<file path="config.mk">
export PLATFORM = sky130hd
export DESIGN_NAME = retry_backoff_governor
export DESIGN_NICKNAME = d
export VERILOG_FILES = /design/src/sv/rbg_pkg.sv /design/src/sv/rbg_cfg_regs.sv /design/src/sv/rbg_engine.sv /design/src/sv/retry_backoff_governor.sv
export VERILOG_INCLUDE_DIRS = /design/src /design/src/sv
export SDC_FILE = /design/constraint.sdc
export NUM_CORES = 2
export LEC_CHECK = 0
export BUFFER_PORTS_ARGS = -buffer_cell sky130_fd_sc_hd__buf_4
export CAP_MARGIN = 20
export CORE_AREA = 2 2 249 251
export DETAILED_ROUTE_END_ITERATION = 10
export DIE_AREA = 0 0 251 253
export GPL_TIMING_DRIVEN = 0
export PLACE_DENSITY_LB_ADDON = 0.3
export SYNTH_ARGS = -nofsm -noshare
export SYNTH_HDL_FRONTEND = slang
export SYNTH_SLANG_ARGS = --single-unit
</file>
<file path="constraint.sdc">
create_clock -name clk -period 18.78 [get_ports clk]
set_clock_uncertainty 0.2 [all_clocks]
set_input_delay 3.756 -clock clk [delete_from_list [all_inputs] [get_ports clk]]
set_output_delay 3.756 -clock clk [all_outputs]
set_load 0.1 [all_outputs]
</file>
<file path="src/sv/retry_backoff_governor_macros.svh">
// Assertion macros used by the retry backoff governor top level.
`ifndef RETRY_BACKOFF_GOVERNOR_MACROS_SVH
`define RETRY_BACKOFF_GOVERNOR_MACROS_SVH

// Same-cycle implication, sampled on clk, off while rst is high.
`define RBG_ASSERT_NOW(label, ante, cons) \
  label: assert property (@(posedge clk) disable iff (rst) (ante) |-> (cons)) \
    else $error("rbg: same-cycle check failed");

// Next-cycle implication, sampled on clk, off while rst is high.
`define RBG_ASSERT_NEXT(label, ante, cons) \
  label: assert property (@(posedge clk) disable iff (rst) (ante) |=> (cons)) \
    else $error("rbg: next-cycle check failed");

`endif

</file>
<file path="src/sv/rbg_pkg.sv">
// Shared types and constants for the retry backoff governor.
`default_nettype none
package rbg_pkg;

  localparam int TIME_W  = 48;
  localparam int VAL_W   = 32;
  localparam int MODE_W  = 2;
  localparam int INDEX_W = 3;

  // Operating modes; the unused code behaves as persist
  localparam logic [MODE_W-1:0] MODE_PERSIST = 2'd0;
  localparam logic [MODE_W-1:0] MODE_BACKOFF = 2'd1;
  localparam logic [MODE_W-1:0] MODE_BOUNDED = 2'd2;

  // Configuration register indexes
  localparam logic [INDEX_W-1:0] REG_MODE           = 3'd0;
  localparam logic [INDEX_W-1:0] REG_ATTEMPT_LIMIT  = 3'd1;
  localparam logic [INDEX_W-1:0] REG_QUIET_TIME     = 3'd2;
  localparam logic [INDEX_W-1:0] REG_RESUME_DELAY   = 3'd3;
  localparam logic [INDEX_W-1:0] REG_INITIAL_WINDOW = 3'd4;
  localparam logic [INDEX_W-1:0] REG_MAX_WINDOW     = 3'd5;

  // Reset values of the configuration registers
  localparam logic [MODE_W-1:0] RST_MODE           = MODE_PERSIST;
  localparam logic [VAL_W-1:0]  RST_ATTEMPT_LIMIT  = 32'd5;
  localparam logic [VAL_W-1:0]  RST_QUIET_TIME     = 32'd60000;
  localparam logic [VAL_W-1:0]  RST_RESUME_DELAY   = 32'd0;
  localparam logic [VAL_W-1:0]  RST_INITIAL_WINDOW = 32'd1000;
  localparam logic [VAL_W-1:0]  RST_MAX_WINDOW     = 32'd60000;

  typedef struct packed {
    logic [MODE_W-1:0] mode;
    logic [VAL_W-1:0]  attempt_limit;
    logic [VAL_W-1:0]  quiet_time_ms;
    logic [VAL_W-1:0]  resume_delay_ms;
    logic [VAL_W-1:0]  initial_window_ms;
    logic [VAL_W-1:0]  max_window_ms;
  } cfg_t;

  typedef struct packed {
    logic             repair_now;
    logic             wake_valid;
    logic [VAL_W-1:0] wake_delay_ms;
    logic             gave_up;
  } res_t;

endpackage
`default_nettype wire

</file>
<file path="src/sv/rbg_cfg_regs.sv">
// Configuration register file of the retry backoff governor.
`default_nettype none
module rbg_cfg_regs (
  input  wire logic                         clk,
  input  wire logic                         rst,
  input  wire logic                         cfg_write,
  input  wire logic [rbg_pkg::INDEX_W-1:0]  cfg_index,
  input  wire logic [rbg_pkg::VAL_W-1:0]    cfg_data,
  output rbg_pkg::cfg_t                     cfg
);
  import rbg_pkg::*;

  // Indexed writes; unknown indexes are dropped
  always_ff @(posedge clk) begin
    if (rst) begin
      cfg.mode              <= RST_MODE;
      cfg.attempt_limit     <= RST_ATTEMPT_LIMIT;
      cfg.quiet_time_ms     <= RST_QUIET_TIME;
      cfg.resume_delay_ms   <= RST_RESUME_DELAY;
      cfg.initial_window_ms <= RST_INITIAL_WINDOW;
      cfg.max_window_ms     <= RST_MAX_WINDOW;
    end else if (cfg_write) begin
      case (cfg_index)
        REG_MODE:           cfg.mode              <= cfg_data[MODE_W-1:0];
        REG_ATTEMPT_LIMIT:  cfg.attempt_limit     <= cfg_data;
        REG_QUIET_TIME:     cfg.quiet_time_ms     <= cfg_data;
        REG_RESUME_DELAY:   cfg.resume_delay_ms   <= cfg_data;
        REG_INITIAL_WINDOW: cfg.initial_window_ms <= cfg_data;
        REG_MAX_WINDOW:     cfg.max_window_ms     <= cfg_data;
        default: ;
      endcase
    end
  end

endmodule
`default_nettype wire

</file>
<file path="src/sv/rbg_engine.sv">
// Decision logic and retry state of the retry backoff governor.
`default_nettype none
module rbg_engine (
  input  wire logic                       clk,
  input  wire logic                       rst,
  input  wire logic                       fire,
  input  wire logic [rbg_pkg::TIME_W-1:0] now,
  input  rbg_pkg::cfg_t                   cfg,
  output rbg_pkg::res_t                   res
);
  import rbg_pkg::*;

  localparam logic [VAL_W-1:0] CNT_FULL = '1;

  logic               seen_drift, seen_drift_next;
  logic [TIME_W-1:0]  prev_drift_time, prev_drift_time_next;
  logic [VAL_W-1:0]   backoff_window, backoff_window_next;
  logic               seen_repair, seen_repair_next;
  logic [TIME_W-1:0]  prev_repair_time, prev_repair_time_next;
  logic               given_up_flag, given_up_flag_next;
  logic [TIME_W-1:0]  give_up_time, give_up_time_next;
  logic [VAL_W-1:0]   attempt_count, attempt_count_next;

  logic [TIME_W-1:0]  drift_gap;
  logic [TIME_W-1:0]  repair_gap;
  logic [TIME_W-1:0]  cool_gap;
  logic               quiet;
  logic [VAL_W-1:0]   win;
  logic               rep_seen;
  logic [VAL_W-1:0]   cnt;
  logic               proceed;

  // Wrapping time differences
  assign drift_gap  = now - prev_drift_time;
  assign repair_gap = now - prev_repair_time;
  assign cool_gap   = now - give_up_time;
  assign quiet = seen_drift &&
                 (drift_gap >= {{(TIME_W-VAL_W){1'b0}}, cfg.quiet_time_ms});

  // Per-mode decision and next state
  always_comb begin
    seen_drift_next       = 1'b1;
    prev_drift_time_next  = now;
    backoff_window_next   = backoff_window;
    seen_repair_next      = seen_repair;
    prev_repair_time_next = prev_repair_time;
    given_up_flag_next    = given_up_flag;
    give_up_time_next     = give_up_time;
    attempt_count_next    = attempt_count;
    res                   = '{repair_now: 1'b1, wake_valid: 1'b0,
                              wake_delay_ms: '0, gave_up: 1'b0};
    win      = quiet ? '0 : backoff_window;
    rep_seen = quiet ? 1'b0 : seen_repair;
    cnt      = attempt_count;
    proceed  = 1'b1;

    case (cfg.mode)
      MODE_BACKOFF: begin
        backoff_window_next = win;
        seen_repair_next    = rep_seen;
        if (!rep_seen || (repair_gap >= {{(TIME_W-VAL_W){1'b0}}, win})) begin
          // Window elapsed: repair and widen the window
          prev_repair_time_next = now;
          seen_repair_next      = 1'b1;
          if (win == '0) begin
            backoff_window_next = cfg.initial_window_ms;
          end else if (win > (cfg.max_window_ms >> 1)) begin
            backoff_window_next = cfg.max_window_ms;
          end else begin
            backoff_window_next = win << 1;
          end
        end else begin
          // Still inside the window: wake when it closes
          res.repair_now    = 1'b0;
          res.wake_valid    = 1'b1;
          res.wake_delay_ms = win - repair_gap[VAL_W-1:0];
        end
      end
      MODE_BOUNDED: begin
        if (given_up_flag) begin
          if (cfg.resume_delay_ms == '0) begin
            res     = '{repair_now: 1'b0, wake_valid: 1'b0,
                        wake_delay_ms: '0, gave_up: 1'b1};
            proceed = 1'b0;
          end else if (cool_gap < {{(TIME_W-VAL_W){1'b0}}, cfg.resume_delay_ms}) begin
            res     = '{repair_now: 1'b0, wake_valid: 1'b1,
                        wake_delay_ms: cfg.resume_delay_ms - cool_gap[VAL_W-1:0],
                        gave_up: 1'b1};
            proceed = 1'b0;
          end else begin
            given_up_flag_next = 1'b0;
            cnt                = '0;
          end
        end
        if (proceed) begin
          if (quiet) begin
            cnt = '0;
          end
          if (cnt != CNT_FULL) begin
            cnt = cnt + 1'b1;
          end
          attempt_count_next = cnt;
          if ((cfg.attempt_limit != '0) && (cnt > cfg.attempt_limit)) begin
            // Over the limit: enter the given-up state
            given_up_flag_next = 1'b1;
            give_up_time_next  = now;
            res.repair_now     = 1'b0;
            res.wake_valid     = (cfg.resume_delay_ms != '0);
            res.wake_delay_ms  = cfg.resume_delay_ms;
            res.gave_up        = 1'b1;
          end
        end
      end
      default: ;
    endcase
  end

  // State update on each item that moves to the result stage
  always_ff @(posedge clk) begin
    if (rst) begin
      seen_drift       <= 1'b0;
      prev_drift_time  <= '0;
      backoff_window   <= '0;
      seen_repair      <= 1'b0;
      prev_repair_time <= '0;
      given_up_flag    <= 1'b0;
      give_up_time     <= '0;
      attempt_count    <= '0;
    end else if (fire) begin
      seen_drift       <= seen_drift_next;
      prev_drift_time  <= prev_drift_time_next;
      backoff_window   <= backoff_window_next;
      seen_repair      <= seen_repair_next;
      prev_repair_time <= prev_repair_time_next;
      given_up_flag    <= given_up_flag_next;
      give_up_time     <= give_up_time_next;
      attempt_count    <= attempt_count_next;
    end
  end

endmodule
`default_nettype wire

</file>
<file path="src/sv/retry_backoff_governor.sv">
// Top level of the retry backoff governor: input register, engine, result register.
// Each drift item is captured in an input register, decided by the engine against
// the retry state once the result register can take it, and lands in that register;
// one item per cycle is sustained while the output is not stalled. The input side
// stalls only when the input register holds an item and the result register is full
// and stalled. Configuration is a write-only port indexed 0..5 (mode, attempt limit,
// quiet time, resume delay, initial window, max window); write it only while idle.
`default_nettype none
module retry_backoff_governor (
  input  wire logic                        clk,
  input  wire logic                        rst,
  input  wire logic                        in_valid,
  output logic                             in_stall,
  input  wire logic [rbg_pkg::TIME_W-1:0]  event_time_ms,
  input  wire logic                        cfg_write,
  input  wire logic [rbg_pkg::INDEX_W-1:0] cfg_index,
  input  wire logic [rbg_pkg::VAL_W-1:0]   cfg_data,
  output logic                             out_valid,
  input  wire logic                        out_stall,
  output logic                             repair_now,
  output logic                             wake_valid,
  output logic [rbg_pkg::VAL_W-1:0]        wake_delay_ms,
  output logic                             gave_up
);
  import rbg_pkg::*;
  `include "retry_backoff_governor_macros.svh"

  cfg_t              cfg;
  res_t              res;
  logic              in_held;
  logic [TIME_W-1:0] in_time;
  logic              fire;

  rbg_cfg_regs u_cfg (
    .clk       (clk),
    .rst       (rst),
    .cfg_write (cfg_write),
    .cfg_index (cfg_index),
    .cfg_data  (cfg_data),
    .cfg       (cfg)
  );

  rbg_engine u_engine (
    .clk  (clk),
    .rst  (rst),
    .fire (fire),
    .now  (in_time),
    .cfg  (cfg),
    .res  (res)
  );

  // Handshake between the two stages
  assign fire     = in_held && !(out_valid && out_stall);
  assign in_stall = in_held && out_valid && out_stall;

  // Input register
  always_ff @(posedge clk) begin
    if (rst) begin
      in_held <= 1'b0;
    end else if (in_valid && !in_stall) begin
      in_held <= 1'b1;
    end else if (fire) begin
      in_held <= 1'b0;
    end
  end

  always_ff @(posedge clk) begin
    if (in_valid && !in_stall) begin
      in_time <= event_time_ms;
    end
  end

  // Result register
  always_ff @(posedge clk) begin
    if (rst) begin
      out_valid <= 1'b0;
    end else if (fire) begin
      out_valid <= 1'b1;
    end else if (!out_stall) begin
      out_valid <= 1'b0;
    end
  end

  always_ff @(posedge clk) begin
    if (fire) begin
      repair_now    <= res.repair_now;
      wake_valid    <= res.wake_valid;
      wake_delay_ms <= res.wake_valid ? res.wake_delay_ms : '0;
      gave_up       <= res.gave_up;
    end
  end

  // Checks
  `RBG_ASSERT_NOW(a_repair_no_wake, out_valid && repair_now, !wake_valid && !gave_up)
  `RBG_ASSERT_NOW(a_delay_zero_idle, out_valid && !wake_valid, wake_delay_ms == '0)
  `RBG_ASSERT_NOW(a_stall_needs_item, in_stall, in_held && out_valid)
  `RBG_ASSERT_NEXT(a_fire_gives_result, fire, out_valid)
  `RBG_ASSERT_NOW(a_wake_needs_cause, out_valid && wake_valid, !repair_now)

endmodule
`default_nettype wire
</file>
# Word-level counts from Yosys, hierarchy flattened
# Index checks and enable logic that the tools add are counted.
dict set report totals {
  inputBits 88
  register_bits 458
  output_inout_bits 37
}
dict set report op_classes {
  add_sub_neg 6
  n_eq_ne 9
  muxes 35
  order_cmp 5
  reduce_logical 28
}
# op count
set op_table {}
lappend op_table {{32-bit two-way mux} 13}
lappend op_table {{35-bit two-way mux} 5}
lappend op_table {{48-bit subtractor} 3}
lappend op_table {{48-bit by 32-bit greater-or-equal comparator with 1-bit output} 2}
lappend op_table {{34-bit case mux with 2 select lines} 1}
lappend op_table {{32-bit logical NOT} 2}
lappend op_table {{32-bit nonzero test} 2}
lappend op_table {{32-bit subtractor} 2}
lappend op_table {{48-bit by 32-bit < comparator with 1-bit output} 1}
lappend op_table {{34-bit two-way mux} 1}
lappend op_table {{32-bit by 1-bit adder with 32-bit output (second input constant)} 1}
lappend op_table {{32-bit by 31-bit > comparator with 1-bit output} 1}
lappend op_table {{32-bit > comparator} 1}
lappend op_table {{32-bit inequality test (second input constant)} 1}
lappend op_table {{2-bit AND reduction} 8}
lappend op_table {{1-bit two-way mux} 15}
lappend op_table {{1-bit logical AND} 7}
lappend op_table {{3-bit by 2-bit == test with 1-bit output (second input constant)} 2}
lappend op_table {{3-bit == test (second input constant)} 2}
lappend op_table {{3-bit AND reduction} 2}
lappend op_table {{4-bit AND reduction} 1}
lappend op_table {{3-bit by 1-bit == test with 1-bit output (second input constant)} 1}
lappend op_table {{1-bit logical NOT} 3}
lappend op_table {{3-bit logical NOT} 1}
lappend op_table {{5 further kinds} 5}

# Longest topological paths before layout
dict set report depth {
  word_depth 17
  ltp_mapped 58
}

# Cells and area by module
# From an unflattened synthesis, not the netlist that was laid out.
dict set report unflattened {
  cells_unflattened 4538
  area_unflattened_um2 36915.4
}
# mod seq_area_each_um2 cells_each area_per_inst_um2 instances
set by_module_without_submodules {}
lappend by_module_without_submodules {rbg_engine 4224.1 3828 27641.5 1}
lappend by_module_without_submodules {rbg_cfg_regs 3243.1 582 6448.7 1}
lappend by_module_without_submodules {retry_backoff_governor 2532.4 128 2825.2 1}

# Worst setup path before layout
# OpenSTA, ideal clock, no wires.
dict set report synth_path {
  path_type {flip-flop to flip-flop}
  from {register in_time[0]}
  to {register wake_delay_ms[31] in the netlist's numbering (data pin)}
  n_path_buf 4
  required_time_ns 18.319
  arrival_ns 10.205
  setup_ns 0.261
  stages_incl_launch_ff 57
  setup_slack_ns 8.113
  path_cell_list {edfxtp_1 -> inv_1 -> ha_1 -> inv_1 -> fa_1 -> a211oi_1 -> o211ai_1 -> nand2_1 -> o21a_1 -> or2_2 -> nand2b_1 -> a21o_1 -> a21oi_1 -> xnor2_1 -> ha_1 -> a21o_1 -> a221o_1 -> a22oi_1 -> (+21 left out) -> nand2_1 -> xor2_1 -> nor2_1 -> ha_1 -> a21o_1 -> a21o_1 -> a21o_1 -> a21oi_1 -> nor2b_1 -> o21ai_0 -> nand2b_1 -> a21oi_1 -> o21ai_0 -> o21ai_1 -> a211oi_1 -> clkbuf_1 -> a22oi_1 -> a21oi_1}
}
dict set report synth_via {
  elab_chain_cells 17
  elab_cells_between_ends 37
  cone_classes {add/sub (6); order compare (4); eq/ne (1); mux (22); reduce/logical (4)}
}
# item line_no
set synth_rtl {}
lappend synth_rtl {{start: declaration} retry_backoff_governor.sv:31} ;# logic [TIME_W-1:0] in_time;
lappend synth_rtl {{start signal: assignment} retry_backoff_governor.sv:69} ;# in_time <= event_time_ms;
lappend synth_rtl {{48-bit subtractor} rbg_engine.sv:36} ;# assign cool_gap = now - give_up_time;
lappend synth_rtl {{48-bit by 32-bit < comparator with 1-bit output} rbg_engine.sv:85} ;# end else if (cool_gap < {{(TIME_W-VAL_W){1'b0}}, cfg.resume_delay_ms}) begin
lappend synth_rtl {{32-bit two-way mux} rbg_engine.sv:85}
lappend synth_rtl {{32-bit two-way mux} rbg_engine.sv:81} ;# if (cfg.resume_delay_ms == '0) begin
lappend synth_rtl {{32-bit two-way mux} rbg_engine.sv:80} ;# if (given_up_flag) begin
lappend synth_rtl {{32-bit two-way mux} rbg_engine.sv:96} ;# if (quiet) begin
lappend synth_rtl {{32-bit two-way mux} rbg_engine.sv:95} ;# if (proceed) begin
lappend synth_rtl {{32-bit two-way mux} rbg_engine.sv:57} ;# case (cfg.mode)
lappend synth_rtl {{32-bit by 1-bit adder with 32-bit output or 32-bit inequality test (tied branches)} {rbg_engine.sv:100, rbg_engine.sv:99}}
lappend synth_rtl {{32-bit two-way mux} rbg_engine.sv:99} ;# if (cnt != CNT_FULL) begin
lappend synth_rtl {{32-bit two-way mux} rbg_engine.sv:95}
lappend synth_rtl {{32-bit two-way mux} rbg_engine.sv:57}
lappend synth_rtl {{32-bit > comparator} rbg_engine.sv:103} ;# if ((cfg.attempt_limit != '0) && (cnt > cfg.attempt_limit)) begin
lappend synth_rtl {{1-bit logical AND} rbg_engine.sv:103}
lappend synth_rtl {{35-bit two-way mux} rbg_engine.sv:103}
lappend synth_rtl {{35-bit two-way mux} rbg_engine.sv:95}
lappend synth_rtl {{34-bit case mux with 2 select lines *} rbg_engine.sv:57}
lappend synth_rtl {{end signal: assignment} retry_backoff_governor.sv:88} ;# wake_delay_ms <= res.wake_valid ? res.wake_delay_ms : '0;
lappend synth_rtl {{end: declaration} retry_backoff_governor.sv:22} ;# output logic [rbg_pkg::VAL_W-1:0] wake_delay_ms,
# Every way passes the cells marked *; elsewhere a longest branch is shown, timed or not. The select of a mux whose other input is x is not followed.
# A chain may end at the register's enable or synchronous reset.

# Final worst setup path
dict set report layout_path {
  from {register in_time[11]}
  to {register wake_delay_ms[12] in the netlist's numbering (data pin)}
}
# The elaborated chain is that of the path after synthesis.

==> reports/results.tsv <==
metric	value	unit
Max Slew Vio Count	0	
Final Hold Fails	0	
crit path max fanout	10	
fraction of registers with async set/reset	0	%
Slew Limit Headroom	26.4	%
initial detailed-routing violation count	3573	
CP peak stage delay	0.62	ns
routed vias	34353	
Cells after DPL	5516	
Cells after Synth	4596	
Worst Tran Pin Value	1.10	ns
commonest non-fill, non-tap cell in the layout	nand2_1	
crit start category	flop	
unrepaired setup endpoints after global routing	false	
Syn Nets	5054	
Final Core Density	63.6	%
clk buf depth	3	
status	complete, no violations	
TritonCTS clock tree	yes	
DRT Wirelength	116000	um
Synth cell types	94	
Root Buffer	clkbuf_16	
Final TNS setup	0	ns
Hold Path Class	reg2reg	
DRC Markers	0	
CP Launch Point	in_time[11]$_DFFE_PP_	
Area after DPL	37000	sq um
f_max	69.0	MHz
All-Layer GR Usage	35.4	%
Reg2Reg Launch Point	in_time[11]$_DFFE_PP_	
min Tclk post-route	14.50	ns
Setup WS pre-CTS	4.80	ns
Setup crit end kind	flop	
Initial DRT Pass Iterations	9	
final worst slack	4.28	ns
WP data required	18.96	ns
Post-synth EDFFs	83	
die area	63500	sq um
Crit Path Category	reg2reg	
Crit path arrival time	14.69	ns
Final ANT Viol Nets	0	
Die H	253	um
overall power	2.74	mW
Port Buf Inserts	124	
initial antenna violation count	3	
Syn Area/Cell	7.61	sq um
Core Area	61000	sq um
final setup fails	0	
Max-Cap Viols	0	
Fin Hold WS	0.254	ns
Post-CTS Repair Setup Buffers	0	
initial core utilization	57.3	%
Final HPWL DP	92400	um
commonest cells after routing, fill and taps aside	nand2_1, a21oi_1, inv_1	
VDD IR-drop max	0.0781	mV
die extent in x	251	um
Multi-input gate area	22300	sq um
Post-synth top flop	dfxtp_1	
largest net degree at the start of global routing	36	
TritonCTS buffer count	51	
Post-CTS Resized	0	
YS warnings	0	
total clock sinks	458	
Area Growth Syn to Fin	11.1	%
# IOs	125	
clock transition at the registers of the reported paths	0.06	ns
Seq cells post-synth	458	
synthesized area	35000	sq um
Filler cells	5499	
hold buffers post-CTS	0	
clock latency on the worst-skew pair	0.66	ns
share of layout cells above drive strength 1	6.49	%
drt via density	6.12	
period utilisation layout	77.2	%
GP Congestion	1.07	
hold_sp	u_engine.prev_drift_time[25]$_SDFFE_PP0P_	
gr ovfl total	0	
sequential area share after synthesis	28.6	%
row cnt	91	
Slowest-stage cell, CP	edfxtp_1	
Power Density	70.5	nW/um^2
vias in the first global route	31372	
Leakage Power	15.5	nW
final instance area	38800	sq um
first-pass GRT wire length	176000	um
H-tree depth	2	
Post-layout nets	5238	
routed len/inst	20.6	um
Top cell by count, worst path	clkbuf_1	
FF/Latch Area	10000	sq um
fin cells	5614	
==> final cells by class <==
class / count / area share, %
Clock buffer: 64 / 3.60
Tap cell: 790 / 2.55
Sequential cell: 458 / 25.8
Buffer: 240 / 2.45
Clock inverter: 32 / 1.14
Multi-Input combinational cell: 3435 / 57.4
Antenna cell: 1 / 0.00644
Timing Repair Buffer: 131 / 2.66
Inverter: 463 / 4.48
==> registers in the layout (all words and copies together), names as in the netlist <==
| name | cells |
|---|---|
| u_cfg.cfg | 162 |
| in_time | 48 |
| u_engine.give_up_time | 48 |
| u_engine.prev_drift_time | 48 |
| u_engine.prev_repair_time | 48 |
| u_engine.attempt_count | 32 |
| u_engine.backoff_window | 32 |
| wake_delay_ms | 32 |
| gave_up | 1 |
| in_held | 1 |
| out_valid | 1 |
| repair_now | 1 |
| u_engine.given_up_flag | 1 |
| u_engine.seen_drift | 1 |
| u_engine.seen_repair | 1 |
| wake_valid | 1 |
==> per-layer routing <==
layer,vias up,GRT usage (%),share of wire [%]
li1,16550,-,-
met3,279,4.90,9.5
met4,0,17.9,5.5
met5,-,0,0
met1,15953,48.6,42
met2,1571,54.3,43
==> cells in the mapped netlist, types with 36 or more instances <==
cell type | count | area share, %
a21o_1 | 145 | 3.1
mux2i_1 | 64 | 1.8
clkbuf_1 | 193 | 2.1
xor2_1 | 75 | 1.9
o21ai_0 | 219 | 3.1
o221ai_1 | 36 | 0.90
nor3_1 | 48 | 0.69
nand2_1 | 644 | 6.9
o211ai_1 | 47 | 1.0
xnor2_1 | 101 | 2.5
edfxtp_1 | 83 | 7.1
nor2_1 | 242 | 2.6
inv_1 | 462 | 5.0
nor4_1 | 46 | 0.82
a21oi_1 | 506 | 7.2
ha_1 | 365 | 13
dfxtp_1 | 375 | 21
nand2b_1 | 45 | 0.81
nand4_1 | 102 | 1.8
o21a_1 | 46 | 0.99
nand3_1 | 176 | 2.5
and3_1 | 41 | 0.73
==> path summary, 6_finish.rpt <==
| kind | slack, ns | end | cells after the start |
|---|---|---|---|
| setup / recovery | 4.28 | wake_delay_ms[12]$_SDFFCE_PN0P_ | 50 |
| hold / removal | 0.25 | u_engine.prev_drift_time[25]$_SDFFE_PP0P_ | 2 |
| setup reg to reg | 4.28 | wake_delay_ms[12]$_SDFFCE_PN0P_ | 50 |
| hold reg to reg | 0.25 | u_engine.prev_drift_time[25]$_SDFFE_PP0P_ | 2 |
==> power by group <==
part	internal (mW)	switching, mW
logic	0.206	0.372
clock network	0.636	0.468
registers	1.02	0.0331
==> cell families (layout without fill, tap and decap cells) <==
kind of cell | count (synthesis) | count (layout) | share of synthesized area [%]
compound gates | 1322 | 1322 | 23.9
xor+xnor | 176 | 176 | 4.41
fa+ha+maj | 370 | 370 | 13.4
buf+inv | 703 | 930 | 7.68
flops | 458 | 458 | 28.6
mux | 68 | 68 | 1.96
other cells | 0 | 1 | 0
simple gates | 1499 | 1499 | 20.1
==> critical path, delay by kind of cell, from the launching register on <==
kind,cells,cell delay (ns)
flops,1,0.62
compound gates,13,3.73
buf+inv,7,2.40
simple gates,24,5.51
fa+ha+maj,4,1.31
xor+xnor,2,0.39
(Power assumes the default switching activity.)
